### src/hw/rtl/gamma_event_doppler_correction_assert.svh
// Assertion macros for the Doppler correction block.
`ifndef GAMMA_EVENT_DOPPLER_CORRECTION_ASSERT_SVH
`define GAMMA_EVENT_DOPPLER_CORRECTION_ASSERT_SVH
`ifndef SYNTH
`define GEDC_ASSERT(label, clk, rst, prop, msg) \
   label: assert property (@(posedge clk) disable iff (rst) prop) else $error(msg);
`define GEDC_ASSERT_ALWAYS(label, clk, prop, msg) \
   label: assert property (@(posedge clk) prop) else $error(msg);
`else
`define GEDC_ASSERT(label, clk, rst, prop, msg)
`define GEDC_ASSERT_ALWAYS(label, clk, prop, msg)
`endif
`endif

### src/hw/rtl/gedc_pkg.sv
package gedc_pkg;

   localparam int unsigned MAX_HITS_DEFAULT = 32;
   localparam int unsigned FOLD_WIDTH       = 6;
   localparam int unsigned ENERGY_WIDTH     = 20;
   localparam int unsigned SUM_WIDTH        = 24;
   localparam int unsigned POS_WIDTH        = 16;
   localparam int unsigned BETA_WIDTH       = 16;
   localparam int unsigned VEC_WIDTH        = 18;
   localparam int unsigned CSR_INDEX_WIDTH  = 2;
   localparam int unsigned CSR_DATA_WIDTH   = 16;
   localparam int unsigned QUEUE_DEPTH      = 2;

   typedef logic [FOLD_WIDTH-1:0]          fold_type;
   typedef logic [SUM_WIDTH-1:0]           sum_type;
   typedef logic [ENERGY_WIDTH-1:0]        energy_type;
   typedef logic signed [POS_WIDTH-1:0]    pos_type;
   typedef logic signed [VEC_WIDTH-1:0]    vec_type;
   typedef logic signed [VEC_WIDTH-1:0]    beta_type;
   typedef logic [BETA_WIDTH-1:0]          ubeta_type;

   localparam sum_type   SUM_MAX          = '1;
   localparam ubeta_type BETA_AVG_RESET   = 16'd28147;
   localparam ubeta_type BETA_TOF_RESET   = 16'd28147;
   localparam pos_type   DECAY_Z_RESET    = 16'sd0;

   typedef enum logic [CSR_INDEX_WIDTH-1:0] {
      CSR_BETA_AVG = 2'd0,
      CSR_BETA_TOF = 2'd1,
      CSR_DECAY_Z  = 2'd2
   } csr_index_type;

   typedef enum logic [1:0] {
      STATUS_OK          = 2'd0,
      STATUS_BETA_RANGE  = 2'd1,
      STATUS_ZERO_VECTOR = 2'd2
   } status_type;

   typedef enum logic [3:0] {
      ST_IDLE, ST_MAC, ST_CHECK, ST_SQRT1, ST_SQRT2, ST_DEN, ST_DIV1_SETUP,
      ST_DIV1, ST_FACT, ST_BB, ST_SQRTG, ST_MULLO, ST_MULHI, ST_DIV2_SETUP,
      ST_DIV2, ST_DONE
   } back_state_type;

   typedef struct packed {
      fold_type   fold;
      sum_type    total;
      energy_type peak;
      vec_type    ax;
      vec_type    ay;
      vec_type    az;
      vec_type    bx;
      vec_type    by;
      vec_type    bz;
      beta_type   beta;
   } job_type;

   typedef struct packed {
      fold_type   hit_fold;
      sum_type    summed_energy;
      energy_type peak_energy;
      sum_type    doppler_energy;
      logic       single_hit;
      status_type status;
   } result_type;

   typedef struct packed {
      logic full;
      logic empty;
   } queue_status_type;

endpackage

### src/hw/rtl/gedc_front.sv
module gedc_front #(
   parameter int unsigned MAX_HITS = gedc_pkg::MAX_HITS_DEFAULT
) (
   input  logic                      clock,
   input  logic                      reset,
   input  logic                      req_valid,
   output logic                      req_stall,
   input  gedc_pkg::energy_type      req_hit_energy,
   input  gedc_pkg::pos_type         req_crystal_x,
   input  gedc_pkg::pos_type         req_crystal_y,
   input  gedc_pkg::pos_type         req_crystal_z,
   input  gedc_pkg::pos_type         req_vertex_x,
   input  gedc_pkg::pos_type         req_vertex_y,
   input  gedc_pkg::pos_type         req_vertex_z,
   input  gedc_pkg::pos_type         req_track_x,
   input  gedc_pkg::pos_type         req_track_y,
   input  gedc_pkg::pos_type         req_track_z,
   input  gedc_pkg::ubeta_type       req_measured_beta,
   input  logic                      req_last_hit,
   input  gedc_pkg::ubeta_type       beta_avg,
   input  gedc_pkg::ubeta_type       beta_tof,
   input  gedc_pkg::pos_type         decay_z,
   input  gedc_pkg::queue_status_type q_status,
   output logic                      push,
   output gedc_pkg::job_type         job
);

   localparam gedc_pkg::fold_type FoldMax = gedc_pkg::fold_type'(MAX_HITS);

   gedc_pkg::fold_type   fold_ff, fold_in, fold_next;
   gedc_pkg::sum_type    total_ff, total_in, total_next;
   gedc_pkg::energy_type peak_ff, peak_in, peak_next;
   logic                 peak_valid_ff, peak_valid_in;
   gedc_pkg::pos_type    px_ff, py_ff, pz_ff, px_in, py_in, pz_in;
   gedc_pkg::pos_type    px_next, py_next, pz_next;
   logic [gedc_pkg::SUM_WIDTH:0] sum_wide;
   logic                 take, accept;
   gedc_pkg::vec_type    vx, vy, vz, dz;

   assign req_stall = q_status.full;
   assign accept    = req_valid & ~q_status.full;
   assign push      = accept & req_last_hit;

   always_comb begin
      fold_next  = (fold_ff < FoldMax) ? fold_ff + 1'b1 : fold_ff;
      sum_wide   = {1'b0, total_ff} + (gedc_pkg::SUM_WIDTH + 1)'(req_hit_energy);
      total_next = sum_wide[gedc_pkg::SUM_WIDTH] ? gedc_pkg::SUM_MAX
                                                 : sum_wide[gedc_pkg::SUM_WIDTH-1:0];
      take       = ~peak_valid_ff | (req_hit_energy > peak_ff);
      peak_next  = take ? req_hit_energy : peak_ff;
      px_next    = take ? req_crystal_x : px_ff;
      py_next    = take ? req_crystal_y : py_ff;
      pz_next    = take ? req_crystal_z : pz_ff;

      fold_in       = fold_ff;
      total_in      = total_ff;
      peak_in       = peak_ff;
      peak_valid_in = peak_valid_ff;
      px_in         = px_ff;
      py_in         = py_ff;
      pz_in         = pz_ff;
      if (accept) begin
         if (req_last_hit) begin
            fold_in       = '0;
            total_in      = '0;
            peak_in       = '0;
            peak_valid_in = 1'b0;
            px_in         = '0;
            py_in         = '0;
            pz_in         = '0;
         end else begin
            fold_in       = fold_next;
            total_in      = total_next;
            peak_in       = peak_next;
            peak_valid_in = 1'b1;
            px_in         = px_next;
            py_in         = py_next;
            pz_in         = pz_next;
         end
      end
   end

   // vectors from the vertex, z shifted to the average decay point
   always_comb begin
      vx = gedc_pkg::vec_type'(req_vertex_x);
      vy = gedc_pkg::vec_type'(req_vertex_y);
      vz = gedc_pkg::vec_type'(req_vertex_z);
      dz = gedc_pkg::vec_type'(decay_z);
      job.fold  = fold_next;
      job.total = total_next;
      job.peak  = peak_next;
      job.ax    = gedc_pkg::vec_type'(px_next) - vx;
      job.ay    = gedc_pkg::vec_type'(py_next) - vy;
      job.az    = gedc_pkg::vec_type'(pz_next) - vz - dz;
      job.bx    = gedc_pkg::vec_type'(req_track_x) - vx;
      job.by    = gedc_pkg::vec_type'(req_track_y) - vy;
      job.bz    = gedc_pkg::vec_type'(req_track_z) - vz - dz;
      job.beta  = $signed({2'b00, req_measured_beta}) + $signed({2'b00, beta_avg})
                - $signed({2'b00, beta_tof});
   end

   always_ff @(posedge clock) begin
      if (reset) begin
         fold_ff       <= '0;
         total_ff      <= '0;
         peak_ff       <= '0;
         peak_valid_ff <= 1'b0;
         px_ff         <= '0;
         py_ff         <= '0;
         pz_ff         <= '0;
      end else begin
         fold_ff       <= fold_in;
         total_ff      <= total_in;
         peak_ff       <= peak_in;
         peak_valid_ff <= peak_valid_in;
         px_ff         <= px_in;
         py_ff         <= py_in;
         pz_ff         <= pz_in;
      end
   end

endmodule

### config.mk
export PLATFORM = sky130hd
export DESIGN_NAME = gedc_front
export DESIGN_NICKNAME = d
export VERILOG_FILES = /design/src/hw/rtl/gamma_event_doppler_correction_assert.svh /design/src/hw/rtl/gedc_pkg.sv /design/src/hw/rtl/gedc_front.sv
export SDC_FILE = /design/constraint.sdc
export NUM_CORES = 1
export LEC_CHECK = 0
export BUFFER_PORTS_ARGS = -buffer_cell sky130_fd_sc_hd__buf_2
export CAP_MARGIN = 40
export CORE_ASPECT_RATIO = 0.5
export CORE_MARGIN = 4
export CORE_UTILIZATION = 49
export CTS_CLUSTER_SIZE = 14
export DETAILED_ROUTE_END_ITERATION = 6
export PLACE_DENSITY = 0.84
export SLEW_MARGIN = 20
export SYNTH_ARGS = -nofsm -noshare
export SYNTH_HDL_FRONTEND = slang
export SYNTH_SLANG_ARGS = --single-unit
### constraint.sdc
create_clock -name clock -period 6.9 [get_ports clock]
set_input_delay 0.345 -clock clock [delete_from_list [all_inputs] [get_ports clock]]
set_output_delay 0.345 -clock clock [all_outputs]
set_load 0.05 [all_outputs]
**Yosys cells after proc, flatten, opt, wreduce, memory -nomap -nowiden**

Index checks and enable logic that the tools add are counted.

- Flip-flop bits (word level): 99
- Bits in latches: 0
- Memory bits (writable): 0
- ROM bits: 0
- Input port bits: 234
- Output and inout bits: 178
- Word-level logic and storage cells: 39
- Memories: 0

- $add $sub $neg: 12
- Multipliers: 0
- Div/mod/pow operators: 0
- Magnitude comparators: 2
- Eq/ne operators: 0
- Shifts and indexed selects: 0
- Muxes and demuxes: 13
- Bitwise gates (word level): 5
- Reduce and logical (&&, ||, !) cells: 0

Operators with widths:

| cell | count |
|---|---|
| subtractor 16 x 16 -> 17 bit | 6 |
| two-way mux 16 bit | 6 |
| subtractor 17 x 16 -> 18 bit | 3 |
| two-way mux 24 bit | 2 |
| two-way mux 20 bit | 2 |
| adder 24 x 20 -> 25 bit | 1 |
| greater-than comparator 20 bit | 1 |
| adder 16 x 16 -> 17 bit | 1 |
| two-way mux 6 bit | 2 |
| adder 6 x 1 -> 6 bit (second input constant) | 1 |
| less-than comparator 6 bit (second input constant) | 1 |
| AND 1 bit | 2 |
| NOT 1 bit | 2 |
| two-way mux 1 bit | 1 |
| OR 1 bit | 1 |

**Depth between registers and ports, before layout**

- Depth in word-level cells: 5
- Mapped depth: 22

**Worst setup path before layout**

OpenSTA, ideal clock, no wires.

- Path type: reg2out
- Start point: register peak_ff[18]
- End point: output job[87] (netlist bit)
- Arrival: 5475 ps
- Data required time: 6555 ps
- Path slack: 1080 ps
- Stages on the path, launching flop included: 21
- Buffers on the path: 1
- Cells stage by stage: dfxtp_1 -> inv_1 -> ha_1 -> nand4_1 -> nor4_1 -> and4_1 -> a41oi_1 -> nor2_1 -> clkbuf_1 -> mux2_2 -> fa_1 -> ha_1 -> a21o_1 -> a21o_1 -> a21o_1 -> a21oi_1 -> nand2b_1 -> a21o_1 -> mux2i_1 -> o31ai_1 -> a211oi_1

RTL lines:

| element | line | text |
|---|---|---|
| start: declaration | gedc_front.sv:32 | `gedc_pkg::energy_type peak_ff, peak_in, peak_next;` |
| start signal: assignment | gedc_front.sv:114 | `peak_ff <= peak_in;` |
| end: declaration | gedc_front.sv:25 | `output gedc_pkg::job_type job` |

==> metrics.md <==
| Metric | Value |
|---|---|
| Clock Skew | between 7 and 8 ps |
| Leak | about 7.5 nW |
| Setup CP Type | register to output port |
| Pwr dens | 234 nW/um^2 |
| Yosys reg bits | approximately 100 |
| Prevailing post-synth register cell | dfxtp_1 |
| Critical Path, Cell by Cell | inv_1 -> ha_1 -> nand4_1 -> nor4_1 -> a21bo_2 -> a41oi_1 -> nor2_4 -> buf_12 -> mux2i_1 -> ha_1 -> inv_1 -> fa_1 -> a21o_1 -> a21oi_1 -> o21bai_1 -> a21oi_1 -> o21ai_0 -> a41oi_1 -> a2111oi_0 -> o21ai_0 -> o31a_1 -> buf_2 |
| Final TNS setup | 0 ps |
| Design Area, Final | 15000 um^2 |
| WL/cell | roughly 16 um |
| Pre-antenna DRT Iters | 6 |
| Initial antenna violation count | 7 |
| Synth Area in XOR/XNOR | 6.60% |
| Share of the synthesized area in the top cell type | 16.2% |
| Adder-cell share of the synthesized area | 24.6% |
| Global placer's final weighted congestion | 0.957 |
| Worst path required time | 6550 ps |
| Post-route non-filler standard cell count | around 2.3k |
| Flop-to-flop setup slack | 3350 ps |
| HP Start | reset |
| Yosys warnings | 0 |
| Cell count after synthesis | ~1.6k |
| Gr usage total | 24.8% |
| Mux contribution to synthesized area | 6.37% |
| EDFF count, synth | 0 |
| Hold EP | peak_ff[17] |
| Reg-to-reg critical path startpoint | peak_ff[18] |
| Reg2reg end | peak_ff[4] |
| Compound-Gate Fraction of Synth Area | 20.8% |
| First-pass GRT wire length | 57.2 mm |
| Cell Rows | 40 |
| Die H | 120 um |
| Aggregate global routing overflow | 0 |
| RSZ-0062 raised after global routing | false |
| CP max stage delay | roughly 550 ps |
| Total die area | 27700 um^2 |
| GR Layer Usage met3 | 3.82% |
| Mapped Avg Cell Area | 7.88 um^2 |
| Core area | 24200 um^2 |
| Largest family of logic cells by synthesized area | adder cells |
| Slew @ Worst Pin | 803 ps |
| DRT Wirelength | 36.5 mm |
| Max Clock Freq | 155 MHz |
| Status | complete, no violations |
| Post-route antenna net violation count | 0 |
| Crit start category | register |
| Reg2Reg Depth | 12 |
| Synth Area in Simple Gates | between 15 and 20% |
| Worst-skew pair later-pin latency | 340 ps |
| Synth top area cells | dfxtp_1 16%, ha_1 16%, fa_1 8.7% |
| Most frequent cells after synthesis | 210 x inv_1, 160 x nor2_1, 155 x ha_1, 99 x dfxtp_1, 95 x nand2_1 |
| Setup slack at placement | roughly 810 ps |
| Final Hold Viols | 0 |
| Worst Hold Depth | 3 |
| Post-synthesis cell type count | 63 |
| Final setup vio count | 0 |
| TritonCTS clock tree | yes |
| Port-buffer cells | 410 |
| FFs w/ async S/R, synth | 0% |
| Met2 GRT Util | a little under half |
| Crit-path max FO | 9 |
| Clock-pin slew on the worst setup and hold paths | 70 ps |
| H-tree levels | 3 |
| IO Pins | 412 |
| Share of layout cells above drive strength 1 | 27.0% |
| Number of global-route vias before repair | between 10k and 15k |
| GRT met1 Usage | 30.6% |
| GRT Max-Usage Layer | met2 |
| Area Overhead vs Synth | 22.9% |
| Largest net degree at the start of global routing | 79 |
| Drt initial violations | 846 |
| Nets | 2376 |
| Register area share after synthesis | between 10% and 20% |
| Hold Path Class | input pin to register |
| DP HPWL | 30.2 mm |
| Clk sinks | 99 |
| Die width | approximately 230 um |
| Via count | 12.4k |
| Placed Instances | roughly 2.3k |
| Total CTS buffers | 9 |
| Critical Path End Type | output port |
| VDD IR max | 0.000214 V |
| Fin worst setup slack | 449 ps |
| Drc violations | 0 |
| Vias/cell | 5.44 |
| Synth area leader | dfxtp_1 |
| Worst rel slew slack | 46.0% |
| CTS root buf | clkbuf_16 |
| Most instantiated library cell after synthesis | inv_1 |
| Final Slew Violations | 0 |
| Mapped Area | 12200 um^2 |
| Maximum root-to-sink buffer count | 2 |
| Arrival time worst endpoint | 6110 ps |
| Syn_nets | 1992 |
| Initial Util | 50.4% |
| Period utilization | slightly above 90% |
| Post-cts sizing count | 0 |
| Critical-path top delay cell | a41oi_1 |
| Hold Worst Slack | 380 ps |
| Min Clock Period, post-route | 6450 ps |
| Maxcap violations | 0 |
| Placed Area | 14600 um^2 |
cell type report:
cell class / instances / area (um^2)
clock buffers: 10 / 239
clock inverters: 6 / 88.8
diodes: 8 / 20.0
fillers: 2206 / 9220
flip-flops and latches: 99 / 1980
multi-input cells: 1190 / 9250
well taps: 336 / 420
inverters: 210 / 788
repair buffers: 424 / 2210
cell usage in the layout, fill, tap and decap left out, types with 10 or more instances in the layout:
master / instances
a211oi_1: 13
a21boi_0: 11
a21o_1: 24
a21oi_1: 84
a22o_1: 19
a22oi_1: 69
buf_2: 410
buf_4: 10
dfxtp_1: 99
fa_1: 53
ha_1: 155
inv_1: 210
mux2_2: 62
nand2_1: 95
nand2b_1: 21
nand3_1: 40
nor2_1: 158
nor2b_1: 26
nor3_1: 46
o21a_1: 11
o21ai_0: 56
o31ai_1: 11
or3_1: 17
xnor2_1: 65
xor2_1: 27
stage by stage:
stage	power [mW]	util (%)
after floorplan	2.41	-
after global placement	2.92	60.1
after detailed placement	2.95	60.1
after CTS	3.52	61.5
after global routing	3.72	61.9
final	3.51	61.9
cells by family after synthesis:
| logic type | after synthesis |
|---|---|
| xor+xnor | 92 |
| compound gates | 370 |
| flops | 99 |
| simple gates | 450 |
| buf+inv | 261 |
| mux | 70 |
| fa+ha+maj | 208 |
worst max-delay path, delay by kind of cell, from the launching register on:
family | cells | cell delay, ps
adder cells (fa/ha/maj) | 3 | 930
AND/OR/NAND/NOR | 3 | 830
buffers and inverters | 4 | 590
AO/OA/AOI/OAI | 11 | 2860
multiplexers | 1 | 200
flip-flops | 1 | 350
worst max-delay path by stage:
stage                    end  cells after the start  slack [ps]          startpoint
finish              job[104]                     22         450         peak_ff[18]
CTS                 job[106]                     20         480         peak_ff[18]
global placement    job[124]                     20         940  req_hit_energy[18]
floorplan            job[87]                     20        1080         peak_ff[18]
detailed placement  job[106]                     20         810  req_hit_energy[18]
global route        job[106]                     20          70         peak_ff[19]
metal layers:
| layer | vias to the layer above | routed length, um |
|---|---|---|
| met3 | 46 | 1700 |
| met1 | 5874 | 15700 |
| met4 | 0 | 773 |
| met5 | - | 0 |
| met2 | 319 | 18300 |
| li1 | 6181 | - |
what timing repair did:
action / 4_1_cts / 5_1_grt
buffers inserted: 0 / 6
hold buffers: 0 / 0
setup endpoints to repair: 0 / 4
endpoints found under the hold margin: 0 / 0
registers in the layout, summed over array words and instances, names as in the netlist:
| signal | count |
|---|---|
| peak_ff | 20 |
| peak_valid_ff | 1 |
| px_ff | 16 |
| fold_ff | 6 |
| py_ff | 16 |
| pz_ff | 16 |
| total_ff | 24 |
where the power goes:
part	internal (mW)	switching (mW)
Sequential	0.588	0.00981
Clock	0.328	0.228
Combinational	0.670	1.68
(Power assumes the default switching activity.)
