$ cat src/hw/rtl/gamma_event_doppler_correction_assert.svh
// Assertion macros for the Doppler correction block.
`ifndef GAMMA_EVENT_DOPPLER_CORRECTION_ASSERT_SVH
`define GAMMA_EVENT_DOPPLER_CORRECTION_ASSERT_SVH
`ifndef SYNTH
`define GEDC_ASSERT(label, clk, rst, prop, msg) \
   label: assert property (@(posedge clk) disable iff (rst) prop) else $error(msg);
`define GEDC_ASSERT_ALWAYS(label, clk, prop, msg) \
   label: assert property (@(posedge clk) prop) else $error(msg);
`else
`define GEDC_ASSERT(label, clk, rst, prop, msg)
`define GEDC_ASSERT_ALWAYS(label, clk, prop, msg)
`endif
`endif

$ cat src/hw/rtl/gedc_pkg.sv
package gedc_pkg;

   localparam int unsigned MAX_HITS_DEFAULT = 32;
   localparam int unsigned FOLD_WIDTH       = 6;
   localparam int unsigned ENERGY_WIDTH     = 20;
   localparam int unsigned SUM_WIDTH        = 24;
   localparam int unsigned POS_WIDTH        = 16;
   localparam int unsigned BETA_WIDTH       = 16;
   localparam int unsigned VEC_WIDTH        = 18;
   localparam int unsigned CSR_INDEX_WIDTH  = 2;
   localparam int unsigned CSR_DATA_WIDTH   = 16;
   localparam int unsigned QUEUE_DEPTH      = 2;

   typedef logic [FOLD_WIDTH-1:0]          fold_type;
   typedef logic [SUM_WIDTH-1:0]           sum_type;
   typedef logic [ENERGY_WIDTH-1:0]        energy_type;
   typedef logic signed [POS_WIDTH-1:0]    pos_type;
   typedef logic signed [VEC_WIDTH-1:0]    vec_type;
   typedef logic signed [VEC_WIDTH-1:0]    beta_type;
   typedef logic [BETA_WIDTH-1:0]          ubeta_type;

   localparam sum_type   SUM_MAX          = '1;
   localparam ubeta_type BETA_AVG_RESET   = 16'd28147;
   localparam ubeta_type BETA_TOF_RESET   = 16'd28147;
   localparam pos_type   DECAY_Z_RESET    = 16'sd0;

   typedef enum logic [CSR_INDEX_WIDTH-1:0] {
      CSR_BETA_AVG = 2'd0,
      CSR_BETA_TOF = 2'd1,
      CSR_DECAY_Z  = 2'd2
   } csr_index_type;

   typedef enum logic [1:0] {
      STATUS_OK          = 2'd0,
      STATUS_BETA_RANGE  = 2'd1,
      STATUS_ZERO_VECTOR = 2'd2
   } status_type;

   typedef enum logic [3:0] {
      ST_IDLE, ST_MAC, ST_CHECK, ST_SQRT1, ST_SQRT2, ST_DEN, ST_DIV1_SETUP,
      ST_DIV1, ST_FACT, ST_BB, ST_SQRTG, ST_MULLO, ST_MULHI, ST_DIV2_SETUP,
      ST_DIV2, ST_DONE
   } back_state_type;

   typedef struct packed {
      fold_type   fold;
      sum_type    total;
      energy_type peak;
      vec_type    ax;
      vec_type    ay;
      vec_type    az;
      vec_type    bx;
      vec_type    by;
      vec_type    bz;
      beta_type   beta;
   } job_type;

   typedef struct packed {
      fold_type   hit_fold;
      sum_type    summed_energy;
      energy_type peak_energy;
      sum_type    doppler_energy;
      logic       single_hit;
      status_type status;
   } result_type;

   typedef struct packed {
      logic full;
      logic empty;
   } queue_status_type;

endpackage

$ cat src/hw/rtl/gedc_queue.sv
module gedc_queue (
   input  logic                       clock,
   input  logic                       reset,
   input  logic                       push,
   input  gedc_pkg::job_type          push_job,
   input  logic                       pop,
   output gedc_pkg::job_type          pop_job,
   output gedc_pkg::queue_status_type q_status
);

   localparam int unsigned PtrWidth = $clog2(gedc_pkg::QUEUE_DEPTH);

   gedc_pkg::job_type      entry_ff [gedc_pkg::QUEUE_DEPTH];
   logic [PtrWidth-1:0]    wr_ptr_ff, wr_ptr_in, rd_ptr_ff, rd_ptr_in;
   logic [PtrWidth:0]      count_ff, count_in;

   always_comb begin
      wr_ptr_in = push ? wr_ptr_ff + 1'b1 : wr_ptr_ff;
      rd_ptr_in = pop ? rd_ptr_ff + 1'b1 : rd_ptr_ff;
      count_in  = count_ff + (PtrWidth + 1)'(push) - (PtrWidth + 1)'(pop);
      q_status.full  = (count_ff == (PtrWidth + 1)'(gedc_pkg::QUEUE_DEPTH));
      q_status.empty = (count_ff == '0);
      pop_job = entry_ff[rd_ptr_ff];
   end

   always_ff @(posedge clock) begin
      if (push) begin
         entry_ff[wr_ptr_ff] <= push_job;
      end
   end

   always_ff @(posedge clock) begin
      if (reset) begin
         wr_ptr_ff <= '0;
         rd_ptr_ff <= '0;
         count_ff  <= '0;
      end else begin
         wr_ptr_ff <= wr_ptr_in;
         rd_ptr_ff <= rd_ptr_in;
         count_ff  <= count_in;
      end
   end

endmodule

$ cat config.mk
export PLATFORM = sky130hd
export DESIGN_NAME = gedc_queue
export DESIGN_NICKNAME = d
export VERILOG_FILES = /design/src/hw/rtl/gamma_event_doppler_correction_assert.svh /design/src/hw/rtl/gedc_pkg.sv /design/src/hw/rtl/gedc_queue.sv
export SDC_FILE = /design/constraint.sdc
export NUM_CORES = 1
export LEC_CHECK = 0
export BUFFER_PORTS_ARGS = -buffer_cell sky130_fd_sc_hd__buf_4
export CAP_MARGIN = 20
export CORE_MARGIN = 3
export CORE_UTILIZATION = 42
export DETAILED_ROUTE_END_ITERATION = 8
export PLACE_DENSITY = 0.74
export SYNTH_ARGS = -nofsm -noshare
export SYNTH_HDL_FRONTEND = slang
export SYNTH_SLANG_ARGS = --single-unit
$ cat constraint.sdc
create_clock -name clock -period 9.88 [get_ports clock]
set_input_delay 0.494 -clock clock [delete_from_list [all_inputs] [get_ports clock]]
set_output_delay 0.494 -clock clock [all_outputs]
set_load 0.03 [all_outputs]
* After elaboration in Yosys (flattened, before gate mapping)
Memories as Yosys holds them, arrays and structs flattened. A register that Yosys moved wholly into a read port is not among the register bits. Cells that the tools add are included.
Storage, ports and cells: output and inout bits 178, logic and storage cells 14, flip-flop bits (word level) 4, RAM bits 352, memories 1, bits of input ports 180
Cells by class: reductions and logical operators 1, eq/ne operators 1, muxes and demuxes 4, $add $sub $neg 4
Memories:
- entry_ff | words 2, bits a word 176, read ports 1, clocked after Yosys merged registers in 1, wr ports 1, line gedc_queue.sv:13 | gedc_pkg::job_type entry_ff [gedc_pkg::QUEUE_DEPTH];
Operators with widths (number):
- 1-bit two-way mux | 4
- 1-bit adder (second input constant) | 2
- 2-bit by 1-bit adder with 2-bit output | 1
- 2-bit == test (second input constant) | 1
- 2-bit zero test | 1
- 2-bit by 1-bit subtractor with 2-bit output | 1

* Depth between registers and ports, before layout
Gate-level depths: netlist of run 1.
depth in word-level cells 3, mapped depth 6, gate-level depth less buffers 6

* Worst setup path after synthesis of run 1
Ideal clock, no wire load.
kind reg2reg, start point register wr_ptr_ff, end point memory entry_ff[0][0] (netlist bit) (enable), setup time 736 ps, path buffers 0, arrival time 8094 ps, period minus slack after synthesis 8829 ps, stages on the path, launching flop included 2, path slack 1051 ps, required time 9144 ps, cell sequence dfxtp_1 nor2b_1
RTL lines:
- from (decl) | line gedc_queue.sv:14 | logic [PtrWidth-1:0] wr_ptr_ff, wr_ptr_in, rd_ptr_ff, rd_ptr_in;
- from (signal assigned) | line gedc_queue.sv:38 | wr_ptr_ff <= wr_ptr_in;
- to (decl) | line gedc_queue.sv:13
Straight into the memory's write port.

==> out/metrics.cfg, run 1 <==
[sta]
fin_crit_sh_pct=37.1
tightest_slew_ns=1.12
slew_violations=0
relSlewSlack_pct=25.3
fmax_mhz=273
setup_violations=0
skew_ns=0.0141
rsz0062_at_grt=no
final_hold_viol_count=0
period_needed_ns=3.67
tns_ns=0
whs_ns=0.166

[synth]
synth_top_family_by_area=multiplexers
netlist_area_sq_um=13500
synthFlopType=edfxtp_1
synth_cell_type_count=13
yosysSeqAreaShare_pct=79.0
yosys.area_share.simple_pct=0.324
synthAdderAreaFrac_pct=0.185
ys_ff_latch=357
synth-xor-area-share_pct=0.297
ys_async_sr_fraction_pct=0
muxShareOfSynthArea_pct=18.6
synth_fp_nets=751
ys_top_cells_by_area=edfxtp_1 78%, mux2_4 16%, mux2_2 3.0%
synth-edff-count=352
synth_top_cell_area_share_pct=78.3
syn_avg_cell_area_sq_um=23.7
synth_compound_area_share_pct=0
synth_top_cell_by_area=edfxtp_1
yosysWarnings=0
netlist_instances=569

[setup_path]
crit_required_ns=9.39
critPathMaxStageDelay_ns=1.01
endpoint_kind=output port
crit_type=reg -> out
worstPathCellList=buf_4 -> mux2_2 -> buf_4
cp_common_cell=buf_4
cp_max_fo=62
crit_family=buffers and inverters
cp.arrival_ns=3.17
cpMaxStageDelayCell=dfxtp_4
crit_buf_inv=2
crit_path_start_kind=flop

[pwr]
p_per_area_nw_per_um2=211
peakVddDrop_mv=0.150
p_leak_nw=6.94

[global_route]
grt_max_degree=65
grt_pass1_vias=6980
overflow=0
grt_first_pass_wirelength_um=39300
antenna_found_initial=2
grt_usage_pct=14.9

[place]
hpwl_um=18200
place_area_sq_um=16500
gp_congestion=0.718
io_buffers=357

[finish]
fin_nets=1135
layout-drive-gt1-share_pct=60.9
mostFrequentLayoutCell=buf_4
diodes=0
fillers=2397
final_area_sq_um=17800
area_growth_syn_to_layout_pct=31.5
final_core_util_pct=56.1
final_cell_mix=364 x buf_4, 352 x edfxtp_1, 140 x mux2_4

[die]
initial_core_util_pct=42.7
num_rows=65
io_pins=358
die_w_um=185
core_area_sq_um=31600
die_h_um=185
dieArea_sq_um=34300

[detailed_routing]
finalWirelength_um=27000
final_antenna_net_count=0
drt-initial-drc-count=339
post_drt_wl_per_cell_um=19.5
first_pass_iters=4
vias=6641
drc=0
drt-vias-per-instance=4.80

[clock_tree]
clkLatencyLatePin_ns=0.50
cts-htree-levels=2
postCtsSetupRepairBufs=0
ctsResizeCount=0
ctsHoldBuffers=0
clk_path_buf_depth=3
clk_pin_slew_ns=0.06
cts_made_buffers=38
cts_tree=done
cts_sinks=357
root_buffer=clkbuf_16

[outcome]
status=finished clean

[job]
maxCapViolCount=0

[min_path]
worstHoldPathType=in -> reg

[flip-flops by register name (all words and copies together) (netlist names), named ones only]
signal,flops
count_ff,2
entry_ff,352
wr_ptr_ff,1
rd_ptr_ff,1
[through the flow]
| step | power [mW] | std cells | setup WS (ns) |
|---|---|---|---|
| after global placement | 2.43 | 1315 | 6.66 |
| after global routing | 3.89 | 1384 | 6.04 |
| after CTS | 3.80 | 1384 | 6.09 |
| after floorplan | 2.23 | 569 | 1.05 |
| after detailed placement | 2.44 | 1315 | 6.65 |
| final | 3.75 | 1384 | 6.21 |
[Yosys cell counts, types with 2 or more instances]
cell type and instances:
nor2b_1 3, inv_1 2, mux2_2 36, dfxtp_1 5, edfxtp_1 352, buf_2 3, mux2_4 140, ha_1 2
nor2_1 5, buf_6 17, xnor2_1 2
[logic make-up (layout without fill, tap and decap cells)]
| kind of cell | count (synthesis) | in the layout |
|---|---|---|
| XOR/XNOR | 3 | 3 |
| multiplexers | 176 | 176 |
| adder cells (fa/ha/maj) | 2 | 2 |
| AND/OR/NAND/NOR | 9 | 9 |
| flip-flops | 357 | 357 |
| buffers and inverters | 22 | 435 |
[worst paths after layout]
check        slack (ns)  depth (start not counted)               end        start
max                6.21                          3      pop_job[174]         flop
min                0.17                          1    entry_ff[1][7]  push_job[7]
max reg2reg        7.27                          3  entry_ff[0][121]    wr_ptr_ff
min reg2reg        0.52                          2              flop    rd_ptr_ff
[power breakdown]
| group | leakage, nW | total [mW] | switching, mW | internal (mW) |
|---|---|---|---|---|
| Sequential | 3.35 | 1.81 | 0.0346 | 1.77 |
| Combinational | 3.00 | 0.595 | 0.322 | 0.273 |
| Clock | 0.592 | 1.35 | 0.542 | 0.807 |
[per-layer routing]
layer | share of wire, % | wire length [um] | global-route usage (%) | vias to the layer above
met5 | 0.13 | 35 | 0 | -
met1 | 37 | 9980 | 17.4 | 3284
met4 | 3.9 | 1040 | 6.33 | 4
li1 | - | - | - | 3033
met2 | 50 | 13600 | 25.1 | 259
met3 | 8.6 | 2310 | 5.11 | 61
[area by class of cell]
class                   count  area [sq um]  area share, %
clock inverters            21           155          0.874
well taps                 402           503           2.83
repair buffers            364          2730           15.4
inverters                   2          7.51         0.0423
clock buffers              48          1050           5.93
flip-flops and latches    357         10700           60.1
multi-input cells         190          2630           14.8
No activity file was read; power rests on OpenSTA's default activity.
==> run 2, diff against run 1 <==
--- a/config.mk
+++ b/config.mk
@@ -10,7 +10,7 @@
 export CORE_MARGIN = 3
 export CORE_UTILIZATION = 42
 export DETAILED_ROUTE_END_ITERATION = 8
-export PLACE_DENSITY = 0.74
+export PLACE_DENSITY = 0.77
 export SYNTH_ARGS = -nofsm -noshare
 export SYNTH_HDL_FRONTEND = slang
 export SYNTH_SLANG_ARGS = --single-unit
==> constraint.sdc (replaced) <==
create_clock -name clock -period 3.1 [get_ports clock]
set_input_delay 0.155 -clock clock [delete_from_list [all_inputs] [get_ports clock]]
set_output_delay 0.155 -clock clock [all_outputs]
set_load 0.03 [all_outputs]
==> out/metrics.cfg, run 2 (synthesized netlist as in run 1, its figures left out) <==
[finish]
regMostFlops=entry_ff
area_growth_syn_to_layout_pct=46.1
seq_area_sq_um=10700
largest_register_ffs=352
layout-drive-gt1-share_pct=51.9
fin_nets=1328
mostFrequentLayoutCell=buf_4
reg_top3=entry_ff: 352 flops, count_ff: 2 flops
fillers=2099
final_cell_mix=369 x buf_4, 352 x edfxtp_1, 180 x dlygate4sd3_1
multi_input_area_sq_um=2630

[sta]
final_hold_viol_count=0
setup_slack_ns=0.743
tightest_slew_ns=0.705
period_needed_ns=2.36
skew_ns=0.00974
setup_violations=0
slew_violations=0
fin_crit_sh_pct=76.0
relSlewSlack_pct=52.9
rsz0062_at_grt=no
whs_ns=0.375
fmax_mhz=424

[job]
maxCapViolCount=0

[detailed_routing]
finalWirelength_um=30400
first_pass_iters=4
drc=0
final_antenna_net_count=0
vias=7518
post_drt_wl_per_cell_um=19.3
drt-initial-drc-count=367
drt-vias-per-instance=4.77

[outcome]
status=finished clean

[pwr]
peakVddDrop_mv=0.544
pwr-share-seq_pct=47.1
finalPower_mw=12.2
power.internal_mw=9.23
comb_power_share_pct=17.9
p_clk_share_pct=35.0
p_per_area_nw_per_um2=618
p_sw_mw=2.95
p_sw_share_pct=24.2
p_leak_nw=7.78

[place]
place_ws_ns=1.26
io_buffers=357
hpwl_um=19500
gp_congestion=0.756

[setup_path]
cp_max_fo=32
endpoint_kind=output port
crit_required_ns=2.94
crit_type=reg -> out
crit_path_start_kind=flop
cp.arrival_ns=2.20

[clock_tree]
cts_made_buffers=38
cts-htree-levels=2
cts_sinks=357
ctsResizeCount=0
clk_path_buf_depth=3
postCtsSetupRepairBufs=0
root_buffer=clkbuf_16
cts_tree=done
clkLatencyLatePin_ns=0.50
clk_pin_slew_ns=0.06

[global_route]
grt_first_pass_wirelength_um=45000
grt_max_degree=50
antenna_found_initial=3
grt_pass1_vias=8167
grt_usage_pct=17.0
overflow=0

[die]
die_h_um=185
die_w_um=185
dieArea_sq_um=34300
num_rows=65
initial_core_util_pct=42.7
core_area_sq_um=31600
io_pins=358

[min_path]
worstHoldPathType=in -> reg

[run 2: cell types whose count changed in the layout (fill, tap and decap cells not counted), sizes merged]
cell         delta
dlygate4sd3   +180
buf            +13
diode           +4
clkbuf          -3
clkinv          -2
clkinvlp        -2
inv             +1
[run 2: layout make-up]
type                            count  area share (%)
Sequential cell                   357            54.1
Timing Repair Buffer              557            24.0
Multi-Input combinational cell    190            13.3
Clock buffer                       45            5.28
Tap cell                          402            2.55
Clock inverter                     18           0.672
Antenna cell                        4          0.0507
Inverter                            2          0.0381
[run 2: power by group through the flow]
stage,clock [mW],combinational [mW],sequential [mW]
after floorplan,0,1.25,5.81
after global placement,0,1.96,5.82
after detailed placement,0,1.98,5.84
after CTS,4.37,2.18,5.74
after global routing,4.57,2.29,5.77
final,4.27,2.18,5.74
[run 2: routing by layer]
| layer | track usage (%) | routed length, um | up-vias |
|---|---|---|---|
| met5 | 0 | 0 | - |
| met4 | 6.69 | 1060 | 0 |
| met3 | 4.52 | 2200 | 80 |
| met2 | 30.3 | 15900 | 312 |
| met1 | 19.7 | 11300 | 3703 |
| li1 | - | - | 3423 |
[run 2: stage by stage]
stage                     util [%]  area [sq um]  setup TNS, ns  std cells
after floorplan                  -         13500         -44.58        569
after global placement        52.9         16700              0       1328
after detailed placement      52.9         16700              0       1328
after CTS                     62.3         19700              0       1571
after global routing          62.3         19700              0       1574
final                         62.4         19700              0       1575
[run 2: worst max-delay path, cell delays in order (launching register included)]
cell,delay (ns)
dfxtp_4,0.79
buf_4,0.39
mux2_4,0.33
buf_4,0.17
[run 2: path summary, 6_finish.rpt]
check                    start                to  slack, ns  cells after the start
hold reg to reg      rd_ptr_ff         rd_ptr_ff       0.53                      2
setup reg to reg     wr_ptr_ff  entry_ff[1][119]       1.39                      2
hold / removal    push_job[48]   entry_ff[1][48]       0.37                      2
setup / recovery          flop       pop_job[54]       0.74                      3
[run 2: timing repair]
action | 4_1_cts | 5_1_grt
endpoints found under the setup margin | 0 | 0
hold endpoints to repair | 357 | 0
hold buffers | 180 | 0
==> run 3, diff against run 2 <==
--- a/config.mk
+++ b/config.mk
@@ -10,7 +10,7 @@
 export CORE_MARGIN = 3
 export CORE_UTILIZATION = 42
 export DETAILED_ROUTE_END_ITERATION = 8
-export PLACE_DENSITY = 0.77
+export PLACE_DENSITY = 0.74
 export SYNTH_ARGS = -nofsm -noshare
 export SYNTH_HDL_FRONTEND = slang
 export SYNTH_SLANG_ARGS = --single-unit
==> constraint.sdc (replaced) <==
create_clock -name clock -period 2.3 [get_ports clock]
set_input_delay 0.115 -clock clock [delete_from_list [all_inputs] [get_ports clock]]
set_output_delay 0.115 -clock clock [all_outputs]
set_load 0.03 [all_outputs]
==> out/metrics.cfg, run 3 (synthesized netlist as in run 1, its figures left out) <==
[outcome]
status=finished clean

[die]
dieArea_sq_um=34300
num_rows=65
die_h_um=185
core_area_sq_um=31600
die_w_um=185
initial_core_util_pct=42.7
io_pins=358

[finish]
fillers=2159
reg_top3=entry_ff: 352 flops, count_ff: 2 flops
finalNonFillerCells=1578
area_growth_syn_to_layout_pct=46.5
final_core_util_pct=62.5
regMostFlops=entry_ff
seq_area_sq_um=10700
layout-drive-gt1-share_pct=51.9
mostFrequentLayoutCell=buf_4
final_cell_mix=368 x buf_4, 352 x edfxtp_1, 180 x dlygate4sd3_1
fin_nets=1328
multi_input_area_sq_um=2630
final_area_sq_um=19800
largest_register_ffs=352

[job]
maxCapViolCount=0

[clock_tree]
cts-htree-levels=2
root_buffer=clkbuf_16
cts_tree=done
clk_pin_slew_ns=0.06
ctsResizeCount=0
clk_path_buf_depth=3
cts_sinks=357
cts_made_buffers=39
clkLatencyLatePin_ns=0.51

[pwr]
peakVddDrop_mv=0.611
finalPower_mw=16.6
p_leak_nw=7.79
p_per_area_nw_per_um2=842

[place]
hpwl_um=19600
place_area_sq_um=16700
dp_cells=1327
gp_congestion=0.788
io_buffers=357

[detailed_routing]
drt-initial-drc-count=446
drt-vias-per-instance=4.72
post_drt_wl_per_cell_um=19.7
finalWirelength_um=31100
drc=0
first_pass_iters=4
vias=7451
final_antenna_net_count=0

[sta]
period_needed_ns=2.14
tightest_slew_ns=0.594
final_hold_viol_count=0
fin_crit_sh_pct=92.9
slew_violations=0
whs_ns=0.332
setup_violations=0
relSlewSlack_pct=60.4
skew_ns=0.0107
rsz0062_at_grt=no
fmax_mhz=468

[min_path]
worstHoldPathType=in -> reg

[global_route]
grt_usage_pct=17.4
grt_max_degree=97
antenna_found_initial=1
grt_first_pass_wirelength_um=46000
grt_pass1_vias=8307
overflow=0

[setup_path]
endpoint_kind=output port
worstPathCellList=buf_12 -> buf_12 -> mux2_4 -> buf_4
critPathMaxStageDelay_ns=0.53
cp.arrival_ns=2.02
crit_type=reg -> out
cpMaxStageDelayCell=dfxtp_4
crit_path_start_kind=flop
cp_max_fo=20
cp_common_cell=buf_12
crit_required_ns=2.18

run 3: critical path, delay by kind of cell, from the launching register on:
| kind | cells | cell delay, ns |
|---|---|---|
| buffers and inverters | 3 | 0.63 |
| flip-flops | 1 | 0.53 |
| multiplexers | 1 | 0.32 |
run 3: layout make-up:
class / instances / area share (%)
clock buffer: 49 / 5.34
antenna: 2 / 0.0253
clock inverter: 20 / 0.917
sequential: 357 / 54.0
tap: 402 / 2.54
multi-input combinational: 190 / 13.3
inverter: 2 / 0.0380
timing repair buffer: 556 / 23.9
run 3: per-layer routing:
layer | share of wire [%] | track usage [%]
met4 | 3.4 | 6.93
met3 | 6.3 | 4.30
met1 | 36 | 19.1
met5 | 0 | 0
met2 | 54 | 32.2
run 3: path summary, 6_finish.rpt:
| check | to | cells past startpoint | from | slack, ns |
|---|---|---|---|---|
| setup / recovery | pop_job[63] | 4 | flop | 0.16 |
| hold / removal | entry_ff[0][6] | 2 | push_job[6] | 0.33 |
| setup reg to reg | entry_ff[1][93] | 2 | wr_ptr_ff | 0.85 |
| hold reg to reg | rd_ptr_ff | 2 | rd_ptr_ff | 0.52 |
run 3: power breakdown:
part,switching (mW),total (mW),internal [mW]
Combinational,1.53,2.94,1.41
Sequential,0.126,7.73,7.60
Clock,2.38,5.97,3.59
Total,4.04,16.6,12.6
run 3: metrics by stage:
step                TNS (ns)  setup WS (ns)
floorplan            -304.35          -1.05
global placement           0          0.696
detailed placement         0          0.675
CTS                        0          0.116
global route               0         0.0639
finish                     0          0.162
run 3: timing repair:
action                                 CTS  global route
hold buffers                           180             0
endpoints found under the hold margin  357             0
setup buffers                            0             0
